### src/hw/rtl/srde_pkg.sv
// Shared types and constants for the signed radix digit emitter.
// No dependencies; every other file uses this package, by scoped names or by import.
`default_nettype none

package srde_pkg;

  localparam int unsigned VALUE_W    = 32;
  localparam int unsigned SYM_W      = 8;
  localparam int unsigned NUM_SYMS   = 16;
  localparam int unsigned SYM_IDX_W  = 4;
  localparam int unsigned TABLE_W    = NUM_SYMS * SYM_W;
  localparam int unsigned LEN_W      = 5;
  localparam int unsigned CFG_DATA_W = 64;
  localparam int unsigned CFG_IDX_W  = 2;
  localparam int unsigned MAX_DIGITS = 32;
  localparam int unsigned ND_W       = $clog2(MAX_DIGITS + 1);
  localparam int unsigned CHUNK_W    = 8;
  localparam int unsigned NUM_CHUNKS = VALUE_W / CHUNK_W;
  localparam int unsigned CHUNK_CW   = $clog2(NUM_CHUNKS);

  localparam logic [SYM_W-1:0] SYM_SPACE = 8'h20;
  localparam logic [SYM_W-1:0] SYM_DEL   = 8'h7F;
  localparam logic [SYM_W-1:0] SYM_PLUS  = 8'h2B;
  localparam logic [SYM_W-1:0] SYM_MINUS = 8'h2D;

  localparam logic [CFG_IDX_W-1:0] CFG_DIGITS_LOW  = 2'd0;
  localparam logic [CFG_IDX_W-1:0] CFG_DIGITS_HIGH = 2'd1;
  localparam logic [CFG_IDX_W-1:0] CFG_BASE_LENGTH = 2'd2;

  typedef struct packed {
    logic load;
    logic div_step;
    logic out_minus;
    logic out_digit;
  } srde_cmd_t;

  typedef struct packed {
    logic table_ok;
    logic neg;
    logic pass_end;
    logic more;
    logic out_free;
    logic last_digit;
  } srde_sts_t;

endpackage

`default_nettype wire

### src/hw/rtl/signed_radix_digit_emitter.sv
// Top level of the signed radix digit emitter.
// Instantiates srde_cfg, srde_dp and srde_ctrl; uses srde_pkg.
//
// Usage: write the symbol table (index 0: symbols 0..7, index 1: symbols 8..15,
// one byte each, symbol 0 in the low byte) and the radix (index 2) over the
// cfg channel while the block is idle; cfg_ready is always high. Each beat on
// the s_axis side carries one signed 32-bit value. The m_axis side returns its
// text, most significant symbol first, one byte per beat, preceded by '-' for
// negatives; tlast marks the final digit. An invalid table gives no output.
// Sequence: accept, check the table, then one divide-by-radix pass per digit
// (one byte of the magnitude per cycle through the loop), then '-' if negative
// and the digit beats.
// s_axis_tready rises again as soon as the last beat sits in the output
// register. A stalled receiver holds the output register and pauses the digit
// sequence. Reset clears the configuration to an empty table and drops all valids.
`default_nettype none

module signed_radix_digit_emitter #(
  parameter int unsigned MAX_RADIX = 16
) (
  input  wire logic                                  clk,
  input  wire logic                                  rst,
  input  wire logic                                  s_axis_tvalid,
  output logic                                       s_axis_tready,
  input  wire logic signed [srde_pkg::VALUE_W-1:0]   s_axis_tdata,  // [31:0] value
  output logic                                       m_axis_tvalid,
  input  wire logic                                  m_axis_tready,
  output logic [srde_pkg::SYM_W-1:0]                 m_axis_tdata,  // [7:0] symbol
  output logic                                       m_axis_tlast,
  input  wire logic                                  cfg_valid,
  output logic                                       cfg_ready,
  input  wire logic [srde_pkg::CFG_IDX_W-1:0]        cfg_index,
  input  wire logic [srde_pkg::CFG_DATA_W-1:0]       cfg_data
);

  logic [srde_pkg::TABLE_W-1:0]   sym_table;
  logic [$clog2(MAX_RADIX+1)-1:0] radix;
  logic                           table_ok;
  srde_pkg::srde_cmd_t            cmd;
  srde_pkg::srde_sts_t            sts;

  assign cfg_ready = 1'b1;

  srde_cfg #(
    .MAX_RADIX (MAX_RADIX)
  ) u_cfg (
    .clk       (clk),
    .rst       (rst),
    .cfg_valid (cfg_valid),
    .cfg_index (cfg_index),
    .cfg_data  (cfg_data),
    .sym_table (sym_table),
    .radix     (radix),
    .table_ok  (table_ok)
  );

  srde_dp #(
    .MAX_RADIX (MAX_RADIX)
  ) u_dp (
    .clk        (clk),
    .rst        (rst),
    .cmd        (cmd),
    .sts        (sts),
    .value      (s_axis_tdata),
    .sym_table  (sym_table),
    .radix      (radix),
    .table_ok   (table_ok),
    .out_valid  (m_axis_tvalid),
    .out_ready  (m_axis_tready),
    .out_symbol (m_axis_tdata),
    .out_last   (m_axis_tlast)
  );

  srde_ctrl u_ctrl (
    .clk      (clk),
    .rst      (rst),
    .in_valid (s_axis_tvalid),
    .in_ready (s_axis_tready),
    .sts      (sts),
    .cmd      (cmd)
  );

endmodule

`default_nettype wire

### src/hw/rtl/srde_cfg.sv
// Configuration registers and symbol table check.
// Uses srde_pkg.
`default_nettype none

module srde_cfg #(
  parameter int unsigned MAX_RADIX = 16
) (
  input  wire logic                             clk,
  input  wire logic                             rst,
  input  wire logic                             cfg_valid,
  input  wire logic [srde_pkg::CFG_IDX_W-1:0]   cfg_index,
  input  wire logic [srde_pkg::CFG_DATA_W-1:0]  cfg_data,
  output logic      [srde_pkg::TABLE_W-1:0]     sym_table,
  output logic      [$clog2(MAX_RADIX+1)-1:0]   radix,
  output logic                                  table_ok
);

  localparam int unsigned RADIX_W = $clog2(MAX_RADIX + 1);

  logic [srde_pkg::CFG_DATA_W-1:0] digits_low;
  logic [srde_pkg::CFG_DATA_W-1:0] digits_high;
  logic [srde_pkg::LEN_W-1:0]      base_length;
  logic                            ok_next;

  assign sym_table = {digits_high, digits_low};

  always_comb begin
    logic [srde_pkg::SYM_W-1:0] si;
    logic                       use_i;
    ok_next = (base_length >= srde_pkg::LEN_W'(2)) &&
              (base_length <= srde_pkg::LEN_W'(MAX_RADIX));
    for (int i = 0; i < srde_pkg::NUM_SYMS; i++) begin
      si    = sym_table[i*srde_pkg::SYM_W +: srde_pkg::SYM_W];
      use_i = srde_pkg::LEN_W'(i) < base_length;
      if (use_i && ((si <= srde_pkg::SYM_SPACE) || (si >= srde_pkg::SYM_DEL) ||
                    (si == srde_pkg::SYM_PLUS) || (si == srde_pkg::SYM_MINUS)))
        ok_next = 1'b0;
      for (int j = i + 1; j < srde_pkg::NUM_SYMS; j++) begin
        if (use_i && (srde_pkg::LEN_W'(j) < base_length) &&
            (sym_table[j*srde_pkg::SYM_W +: srde_pkg::SYM_W] == si))
          ok_next = 1'b0;
      end
    end
  end

  always_ff @(posedge clk) begin
    if (rst) begin
      digits_low  <= '0;
      digits_high <= '0;
      base_length <= '0;
      table_ok    <= 1'b0;
    end else begin
      table_ok <= ok_next;
      if (cfg_valid) begin
        case (cfg_index)
          srde_pkg::CFG_DIGITS_LOW:  digits_low  <= cfg_data;
          srde_pkg::CFG_DIGITS_HIGH: digits_high <= cfg_data;
          srde_pkg::CFG_BASE_LENGTH: base_length <= cfg_data[srde_pkg::LEN_W-1:0];
          default: ;
        endcase
      end
    end
  end

  assign radix = base_length[RADIX_W-1:0];

endmodule

`default_nettype wire

### src/hw/rtl/srde_dp.sv
// Datapath: magnitude register, byte-wide long division, digit stack, output register.
// Uses srde_pkg; driven by srde_ctrl through srde_cmd_t.
`default_nettype none

module srde_dp #(
  parameter int unsigned MAX_RADIX = 16
) (
  input  wire logic                             clk,
  input  wire logic                             rst,
  input  wire srde_pkg::srde_cmd_t              cmd,
  output srde_pkg::srde_sts_t                   sts,
  input  wire logic signed [srde_pkg::VALUE_W-1:0] value,
  input  wire logic [srde_pkg::TABLE_W-1:0]     sym_table,
  input  wire logic [$clog2(MAX_RADIX+1)-1:0]   radix,
  input  wire logic                             table_ok,
  output logic                                  out_valid,
  input  wire logic                             out_ready,
  output logic [srde_pkg::SYM_W-1:0]            out_symbol,
  output logic                                  out_last
);

  localparam int unsigned DIGIT_W = (MAX_RADIX > 2) ? $clog2(MAX_RADIX) : 1;
  localparam int unsigned TW      = DIGIT_W + 1;

  logic [srde_pkg::VALUE_W-1:0]  mag;
  logic                          neg;
  logic [DIGIT_W-1:0]            rem;
  logic [srde_pkg::CHUNK_CW-1:0] chunk;
  logic [srde_pkg::ND_W-1:0]     nd;
  logic [DIGIT_W-1:0]            stk [srde_pkg::MAX_DIGITS];

  logic [DIGIT_W-1:0]            rem_next;
  logic [srde_pkg::CHUNK_W-1:0]  qbyte;
  logic [srde_pkg::VALUE_W-1:0]  mag_next;
  logic [srde_pkg::VALUE_W-1:0]  raw;
  logic [srde_pkg::SYM_W-1:0]    digit_sym;
  logic [srde_pkg::SYM_IDX_W-1:0] sidx;
  logic                          out_free;

  assign raw = $unsigned(value);

  // eight restoring steps over the top byte of the magnitude
  always_comb begin
    logic [TW-1:0] t;
    logic [TW-1:0] rad;
    rad      = TW'(radix);
    rem_next = rem;
    qbyte    = '0;
    for (int b = srde_pkg::CHUNK_W - 1; b >= 0; b--) begin
      t = {rem_next, mag[srde_pkg::VALUE_W - srde_pkg::CHUNK_W + b]};
      if (t >= rad) begin
        t        = t - rad;
        qbyte[b] = 1'b1;
      end
      rem_next = t[DIGIT_W-1:0];
    end
    mag_next = {mag[srde_pkg::VALUE_W-srde_pkg::CHUNK_W-1:0], qbyte};
  end

  assign sidx      = srde_pkg::SYM_IDX_W'(stk[0]);
  assign digit_sym = sym_table[{sidx, 3'b000} +: srde_pkg::SYM_W];
  assign out_free  = !out_valid || out_ready;

  always_comb begin
    sts.table_ok   = table_ok;
    sts.neg        = neg;
    sts.pass_end   = (chunk == srde_pkg::CHUNK_CW'(srde_pkg::NUM_CHUNKS - 1));
    sts.more       = (mag_next != '0) && (nd != srde_pkg::ND_W'(srde_pkg::MAX_DIGITS - 1));
    sts.out_free   = out_free;
    sts.last_digit = (nd == srde_pkg::ND_W'(1));
  end

  always_ff @(posedge clk) begin
    if (rst) begin
      chunk     <= '0;
      nd        <= '0;
      out_valid <= 1'b0;
    end else begin
      if (cmd.load) begin
        chunk <= '0;
        nd    <= '0;
      end else if (cmd.div_step) begin
        chunk <= chunk + srde_pkg::CHUNK_CW'(1);
        if (sts.pass_end)
          nd <= nd + srde_pkg::ND_W'(1);
      end else if (cmd.out_digit) begin
        nd <= nd - srde_pkg::ND_W'(1);
      end
      if (cmd.out_minus || cmd.out_digit)
        out_valid <= 1'b1;
      else if (out_ready)
        out_valid <= 1'b0;
    end
  end

  always_ff @(posedge clk) begin
    if (cmd.load) begin
      neg <= raw[srde_pkg::VALUE_W-1];
      mag <= raw[srde_pkg::VALUE_W-1] ? (srde_pkg::VALUE_W'(0) - raw) : raw;
      rem <= '0;
    end else if (cmd.div_step) begin
      mag <= mag_next;
      if (sts.pass_end) begin
        rem    <= '0;
        stk[0] <= rem_next;
        for (int i = 1; i < srde_pkg::MAX_DIGITS; i++)
          stk[i] <= stk[i-1];
      end else begin
        rem <= rem_next;
      end
    end else if (cmd.out_digit) begin
      for (int i = 0; i < srde_pkg::MAX_DIGITS - 1; i++)
        stk[i] <= stk[i+1];
    end
    if (cmd.out_minus) begin
      out_symbol <= srde_pkg::SYM_MINUS;
      out_last   <= 1'b0;
    end else if (cmd.out_digit) begin
      out_symbol <= digit_sym;
      out_last   <= sts.last_digit;
    end
  end

endmodule

`default_nettype wire

### src/hw/rtl/srde_ctrl.sv
// Control state machine: accept, table check, division passes, sign and digit output.
// Uses srde_pkg command and status types.
`default_nettype none

module srde_ctrl (
  input  wire logic                 clk,
  input  wire logic                 rst,
  input  wire logic                 in_valid,
  output logic                      in_ready,
  input  wire srde_pkg::srde_sts_t  sts,
  output srde_pkg::srde_cmd_t       cmd
);

  typedef enum logic [2:0] {
    S_IDLE,
    S_CHECK,
    S_DIV,
    S_SIGN,
    S_EMIT
  } state_t;

  state_t state;

  always_comb begin
    cmd       = '0;
    in_ready  = 1'b0;
    case (state)
      S_IDLE: begin
        in_ready = 1'b1;
        cmd.load = in_valid;
      end
      S_DIV:   cmd.div_step  = 1'b1;
      S_SIGN:  cmd.out_minus = sts.out_free;
      S_EMIT:  cmd.out_digit = sts.out_free;
      default: ;
    endcase
  end

  always_ff @(posedge clk) begin
    if (rst) begin
      state <= S_IDLE;
    end else begin
      case (state)
        S_IDLE: begin
          if (in_valid)
            state <= S_CHECK;
        end
        S_CHECK: state <= sts.table_ok ? S_DIV : S_IDLE;
        S_DIV: begin
          if (sts.pass_end && !sts.more)
            state <= sts.neg ? S_SIGN : S_EMIT;
        end
        S_SIGN: begin
          if (sts.out_free)
            state <= S_EMIT;
        end
        S_EMIT: begin
          if (sts.out_free && sts.last_digit)
            state <= S_IDLE;
        end
        default: state <= S_IDLE;
      endcase
    end
  end

endmodule

`default_nettype wire

### config.mk
export PLATFORM = sky130hd
export DESIGN_NAME = signed_radix_digit_emitter
export DESIGN_NICKNAME = d
export VERILOG_FILES = /design/src/hw/rtl/srde_pkg.sv /design/src/hw/rtl/signed_radix_digit_emitter.sv /design/src/hw/rtl/srde_cfg.sv /design/src/hw/rtl/srde_dp.sv /design/src/hw/rtl/srde_ctrl.sv
export SDC_FILE = /design/constraint.sdc
export NUM_CORES = 2
export LEC_CHECK = 0
export ABC_CLOCK_PERIOD_IN_PS = 15600
export BUFFER_PORTS_ARGS = -buffer_cell sky130_fd_sc_hd__buf_2
export CORE_MARGIN = 4
export CORE_UTILIZATION = 45
export CTS_CLUSTER_DIAMETER = 120
export CTS_CLUSTER_SIZE = 12
export DETAILED_ROUTE_END_ITERATION = 8
export SLEW_MARGIN = 15
export SYNTH_ARGS = -nofsm -noshare
export SYNTH_HDL_FRONTEND = slang
export SYNTH_SLANG_ARGS = --single-unit
### constraint.sdc
create_clock -name clk -period 15.6 [get_ports clk]
set_input_delay 3.12 -clock clk [delete_from_list [all_inputs] [get_ports clk]]
set_output_delay 3.12 -clock clk [all_outputs]
set_load 0.02 [all_outputs]
==> metrics.md <==
| Metric | Value |
|---|---|
| Outcome | `complete, no violations` |
| Startpoint types | `flip-flop` |
| Postcts setup bufs | `0` |
| Root Buffer | `clkbuf_16` |
| DIE WIDTH | `~260 um` |
| Leakage power | `roughly 13 nW` |
| Syn nets | `about 3600` |
| Post-Route Setup TNS | `0 ns` |
| Async SR Flop Fraction | `0` |
| Most used cell along the critical path | `ha_1` |
| Total CTS buffers | `31` |
| Final Hold Violating Endpoints | `0` |
| Initial antenna violation count | `4` |
| Crit-path slowest cell | `nor4_1` |
| Clk_lat worst skew | `0.64 ns` |
| Switching Share | `0.463` |
| FMAX | `approximately 0.076 GHz` |
| NetSw | `between 4 and 5 mW` |
| Gpl congestion | `approximately 1.0` |
| PD cells | `~280 nW/um^2` |
| Post-CTS resize count | `0` |
| Area of the multi-input gates | `between 15000 and 20000 sq um` |
| Post-DR wirelength/cell | `around 24 um` |
| Vias in the first global route | `roughly 24000` |
| Ports | `115` |
| Unrepaired setup endpoints after global routing | `false` |
| Peak VDD IR | `approximately 1.4 mV` |
| # DRC | `0` |
| CP Capture Type | `flip-flop` |
| Critical Path AT | `roughly 14 ns` |
| Yosys reg bits | `320` |
| Ys Warns | `0` |
| First-pass GRT wire length | `about 150000 um` |
| CP required | `16.08 ns` |
| # port buffers | `113` |
| Logic gate share of total power | `0.768` |
| Chip Height | `about 260 um` |
| Filler cells | `between 6000 and 7000` |
| CTS tree | `done` |
| Crit Path Category | `flip-flop to flip-flop` |
| Vias | `around 25000` |
| GRT overflow | `0` |
| Final setup fails | `0` |
| Slew Limit Headroom | `0.145` |
| Crit path max fanout | `12` |
| Kind of cell adding the most delay to the critical path | `compound AO/OA/AOI/OAI gates` |
| GR Util All Layers | `0.284` |
| Post-CTS Hold Buffers | `0` |
| Worst slew pin tran | `between 1 and 1.5 ns` |
| MaxCap Viol Count | `0` |
| H-tree levels | `1` |
| Util after Layout | `0.488` |
| Final-stage net count | `3495` |
| HP Class | `flip-flop to flip-flop` |
| Core Region | `~63000 sq um` |
| CTS max path bufs | `3` |
| Worst path max stage delay | `0.74 ns` |
| Largest net degree at the start of global routing | `82` |
| Max-slew violation count | `0` |
| Final period demand of the worst path | `between 10 and 15 ns` |
| Sequential area share after synthesis | `0.278` |
| Ant. Diodes | `0` |
| DRT Pass-1 Iters | `8` |
| Syn Std Cell Area | `just under 30000 sq um` |
| Yosys top cell area share | `0.168` |
| Synth area leader | `edfxtp_1` |
| Vias per cell | `about 6` |
| Die ar. | `around 68000 sq um` |
| Unique cell type count in the Yosys netlist | `80` |
| Starting Density | `0.456` |
| Fraction of layout cells with a size suffix above 1 | `0.128` |
| Reg area | `8020 sq um` |
| Syn Area/Cell | `8.48 sq um` |
| 1st-iter DRT viols | `~3500` |
| Top_reg_cell synth | `edfxtp_1` |
| Synth area leaders | `edfxtp_1 17%, xor2_1 15%, xnor2_1 15%` |
| Sink Count | `320` |
| Clk slew on worst S/H paths | `0.07 ns` |
| Clk pwr share | `0.084` |
| Post-route ant nets | `0` |
| Dpl hpwl | `about 63000 um` |
| Cell with the most instances after synthesis | `nand2_1` |
| FP Rows | `~90` |
| CP bufs+invs | `5` |
| Post-Synthesis Cells | `between 3000 and 4000` |
| Power Internal | `between 4 and 5 mW` |
| Seq pwr share | `0.148` |
| Top cells by count, synth | `523 x nand2_1, 509 x xor2_1, 493 x xnor2_1, 223 x a21oi_1, 197 x buf_2` |
| Number of flops mapped to enable cells by yosys | `around 160` |
| Final period util | `0.842` |
| DRT Wirelength | `100000 um` |
| Final Skew | `approximately 0.050 ns` |
| Area growth syn-to-layout | `6.99%` |
## cell type report
type | instances | area share
Multi-Input combinational cell | 2676 | 0.616
Sequential cell | 320 | 0.260
Timing Repair Buffer | 260 | 0.0542
Tap cell | 846 | 0.0343
Clock buffer | 49 | 0.0277
Inverter | 50 | 0.00617
Clock inverter | 3 | 0.00199
## flip-flops by register name (all words and copies together), names as in the netlist, 2 cells and up
| signal | cells |
|---|---|
| u_dp.stk | 128 |
| u_cfg.digits_low | 64 |
| u_dp.out_symbol | 8 |
| u_cfg.digits_high | 64 |
| u_dp.nd | 6 |
| u_dp.mag | 32 |
| u_ctrl.state | 3 |
| u_dp.chunk | 2 |
| u_cfg.radix | 5 |
| u_dp.rem | 4 |
## cells in the final DEF (no fill, tap or decap), types with 16 or more instances in the layout
| cell type | netlist | layout |
|---|---|---|
| a21o_1 | 21 | 21 |
| o21ai_0 | 37 | 37 |
| xor2_1 | 509 | 509 |
| clkbuf_16 | 0 | 31 |
| mux4_2 | 40 | 40 |
| buf_2 | 197 | 112 |
| a31oi_1 | 30 | 30 |
| xnor2_1 | 493 | 493 |
| nor3_1 | 50 | 49 |
| nor4_1 | 141 | 141 |
| nor2_1 | 98 | 97 |
| ha_1 | 45 | 45 |
| mux2_2 | 72 | 72 |
| a21oi_1 | 223 | 223 |
| buf_4 | 9 | 148 |
| edfxtp_1 | 161 | 161 |
| nand2_1 | 523 | 523 |
| dfxtp_1 | 159 | 159 |
| clkbuf_1 | 96 | 17 |
| inv_1 | 50 | 49 |
| nand3_1 | 65 | 64 |
| nand4_1 | 132 | 132 |
| or3_1 | 16 | 16 |
## worst paths after layout
check | from | to | cells past startpoint | slack [ns]
setup / recovery | u_cfg.radix[2]$_SDFFE_PP0P_ | u_ctrl.state[2]$_SDFFE_PP0P_ | 48 | 2.47
hold / removal | u_dp.stk[0][123]$_DFFE_PP_ | u_dp.stk[0][127]$_DFFE_PP_ | 0 | 0.44
setup reg to reg | u_cfg.radix[2]$_SDFFE_PP0P_ | u_ctrl.state[2]$_SDFFE_PP0P_ | 48 | 2.47
hold reg to reg | u_dp.stk[0][123]$_DFFE_PP_ | u_dp.stk[0][127]$_DFFE_PP_ | 0 | 0.44
## power by group through the flow
stage	Clock (mW)	Sequential, mW	Combinational [mW]
after floorplan	0	1.32	6.00
after global placement	0	1.31	6.50
after detailed placement	0	1.31	6.64
after CTS	0.749	1.29	6.67
after global routing	0.782	1.29	7.31
final	0.728	1.29	6.68
## per-layer routing
metal,global-route usage,share of wire,vias up
li1,-,-,11500
met1,0.394,0.41,12100
met4,0.149,0.064,4
met3,0.0564,0.11,410
met2,0.420,0.42,1436
met5,0,0.00027,-
## through the flow
step	power [mW]	instances	hold slack (ns)	setup slack, ns	cell area (sq um)
after global routing	9.39	4204	0.469	1.50	30800
after floorplan	7.32	3401	0.422	4.20	28800
final	8.69	4204	0.439	2.47	30800
after detailed placement	7.94	4152	0.433	2.59	29900
after global placement	7.80	4152	0.430	2.86	29900
after CTS	8.71	4204	0.444	2.46	30800
## cell families after synthesis
logic type	Yosys count	synth area share
and+or+nand+nor	1080	0.177
xor gates and xnor gates	1002	0.304
muxes	125	0.0639
other	1	0.000130
adders and majority gates	53	0.0251
buffers and inverters	405	0.0643
AOI/OAI and AO/OA	415	0.0868
DFF	320	0.278
Power figures use the tool's default switching activity.
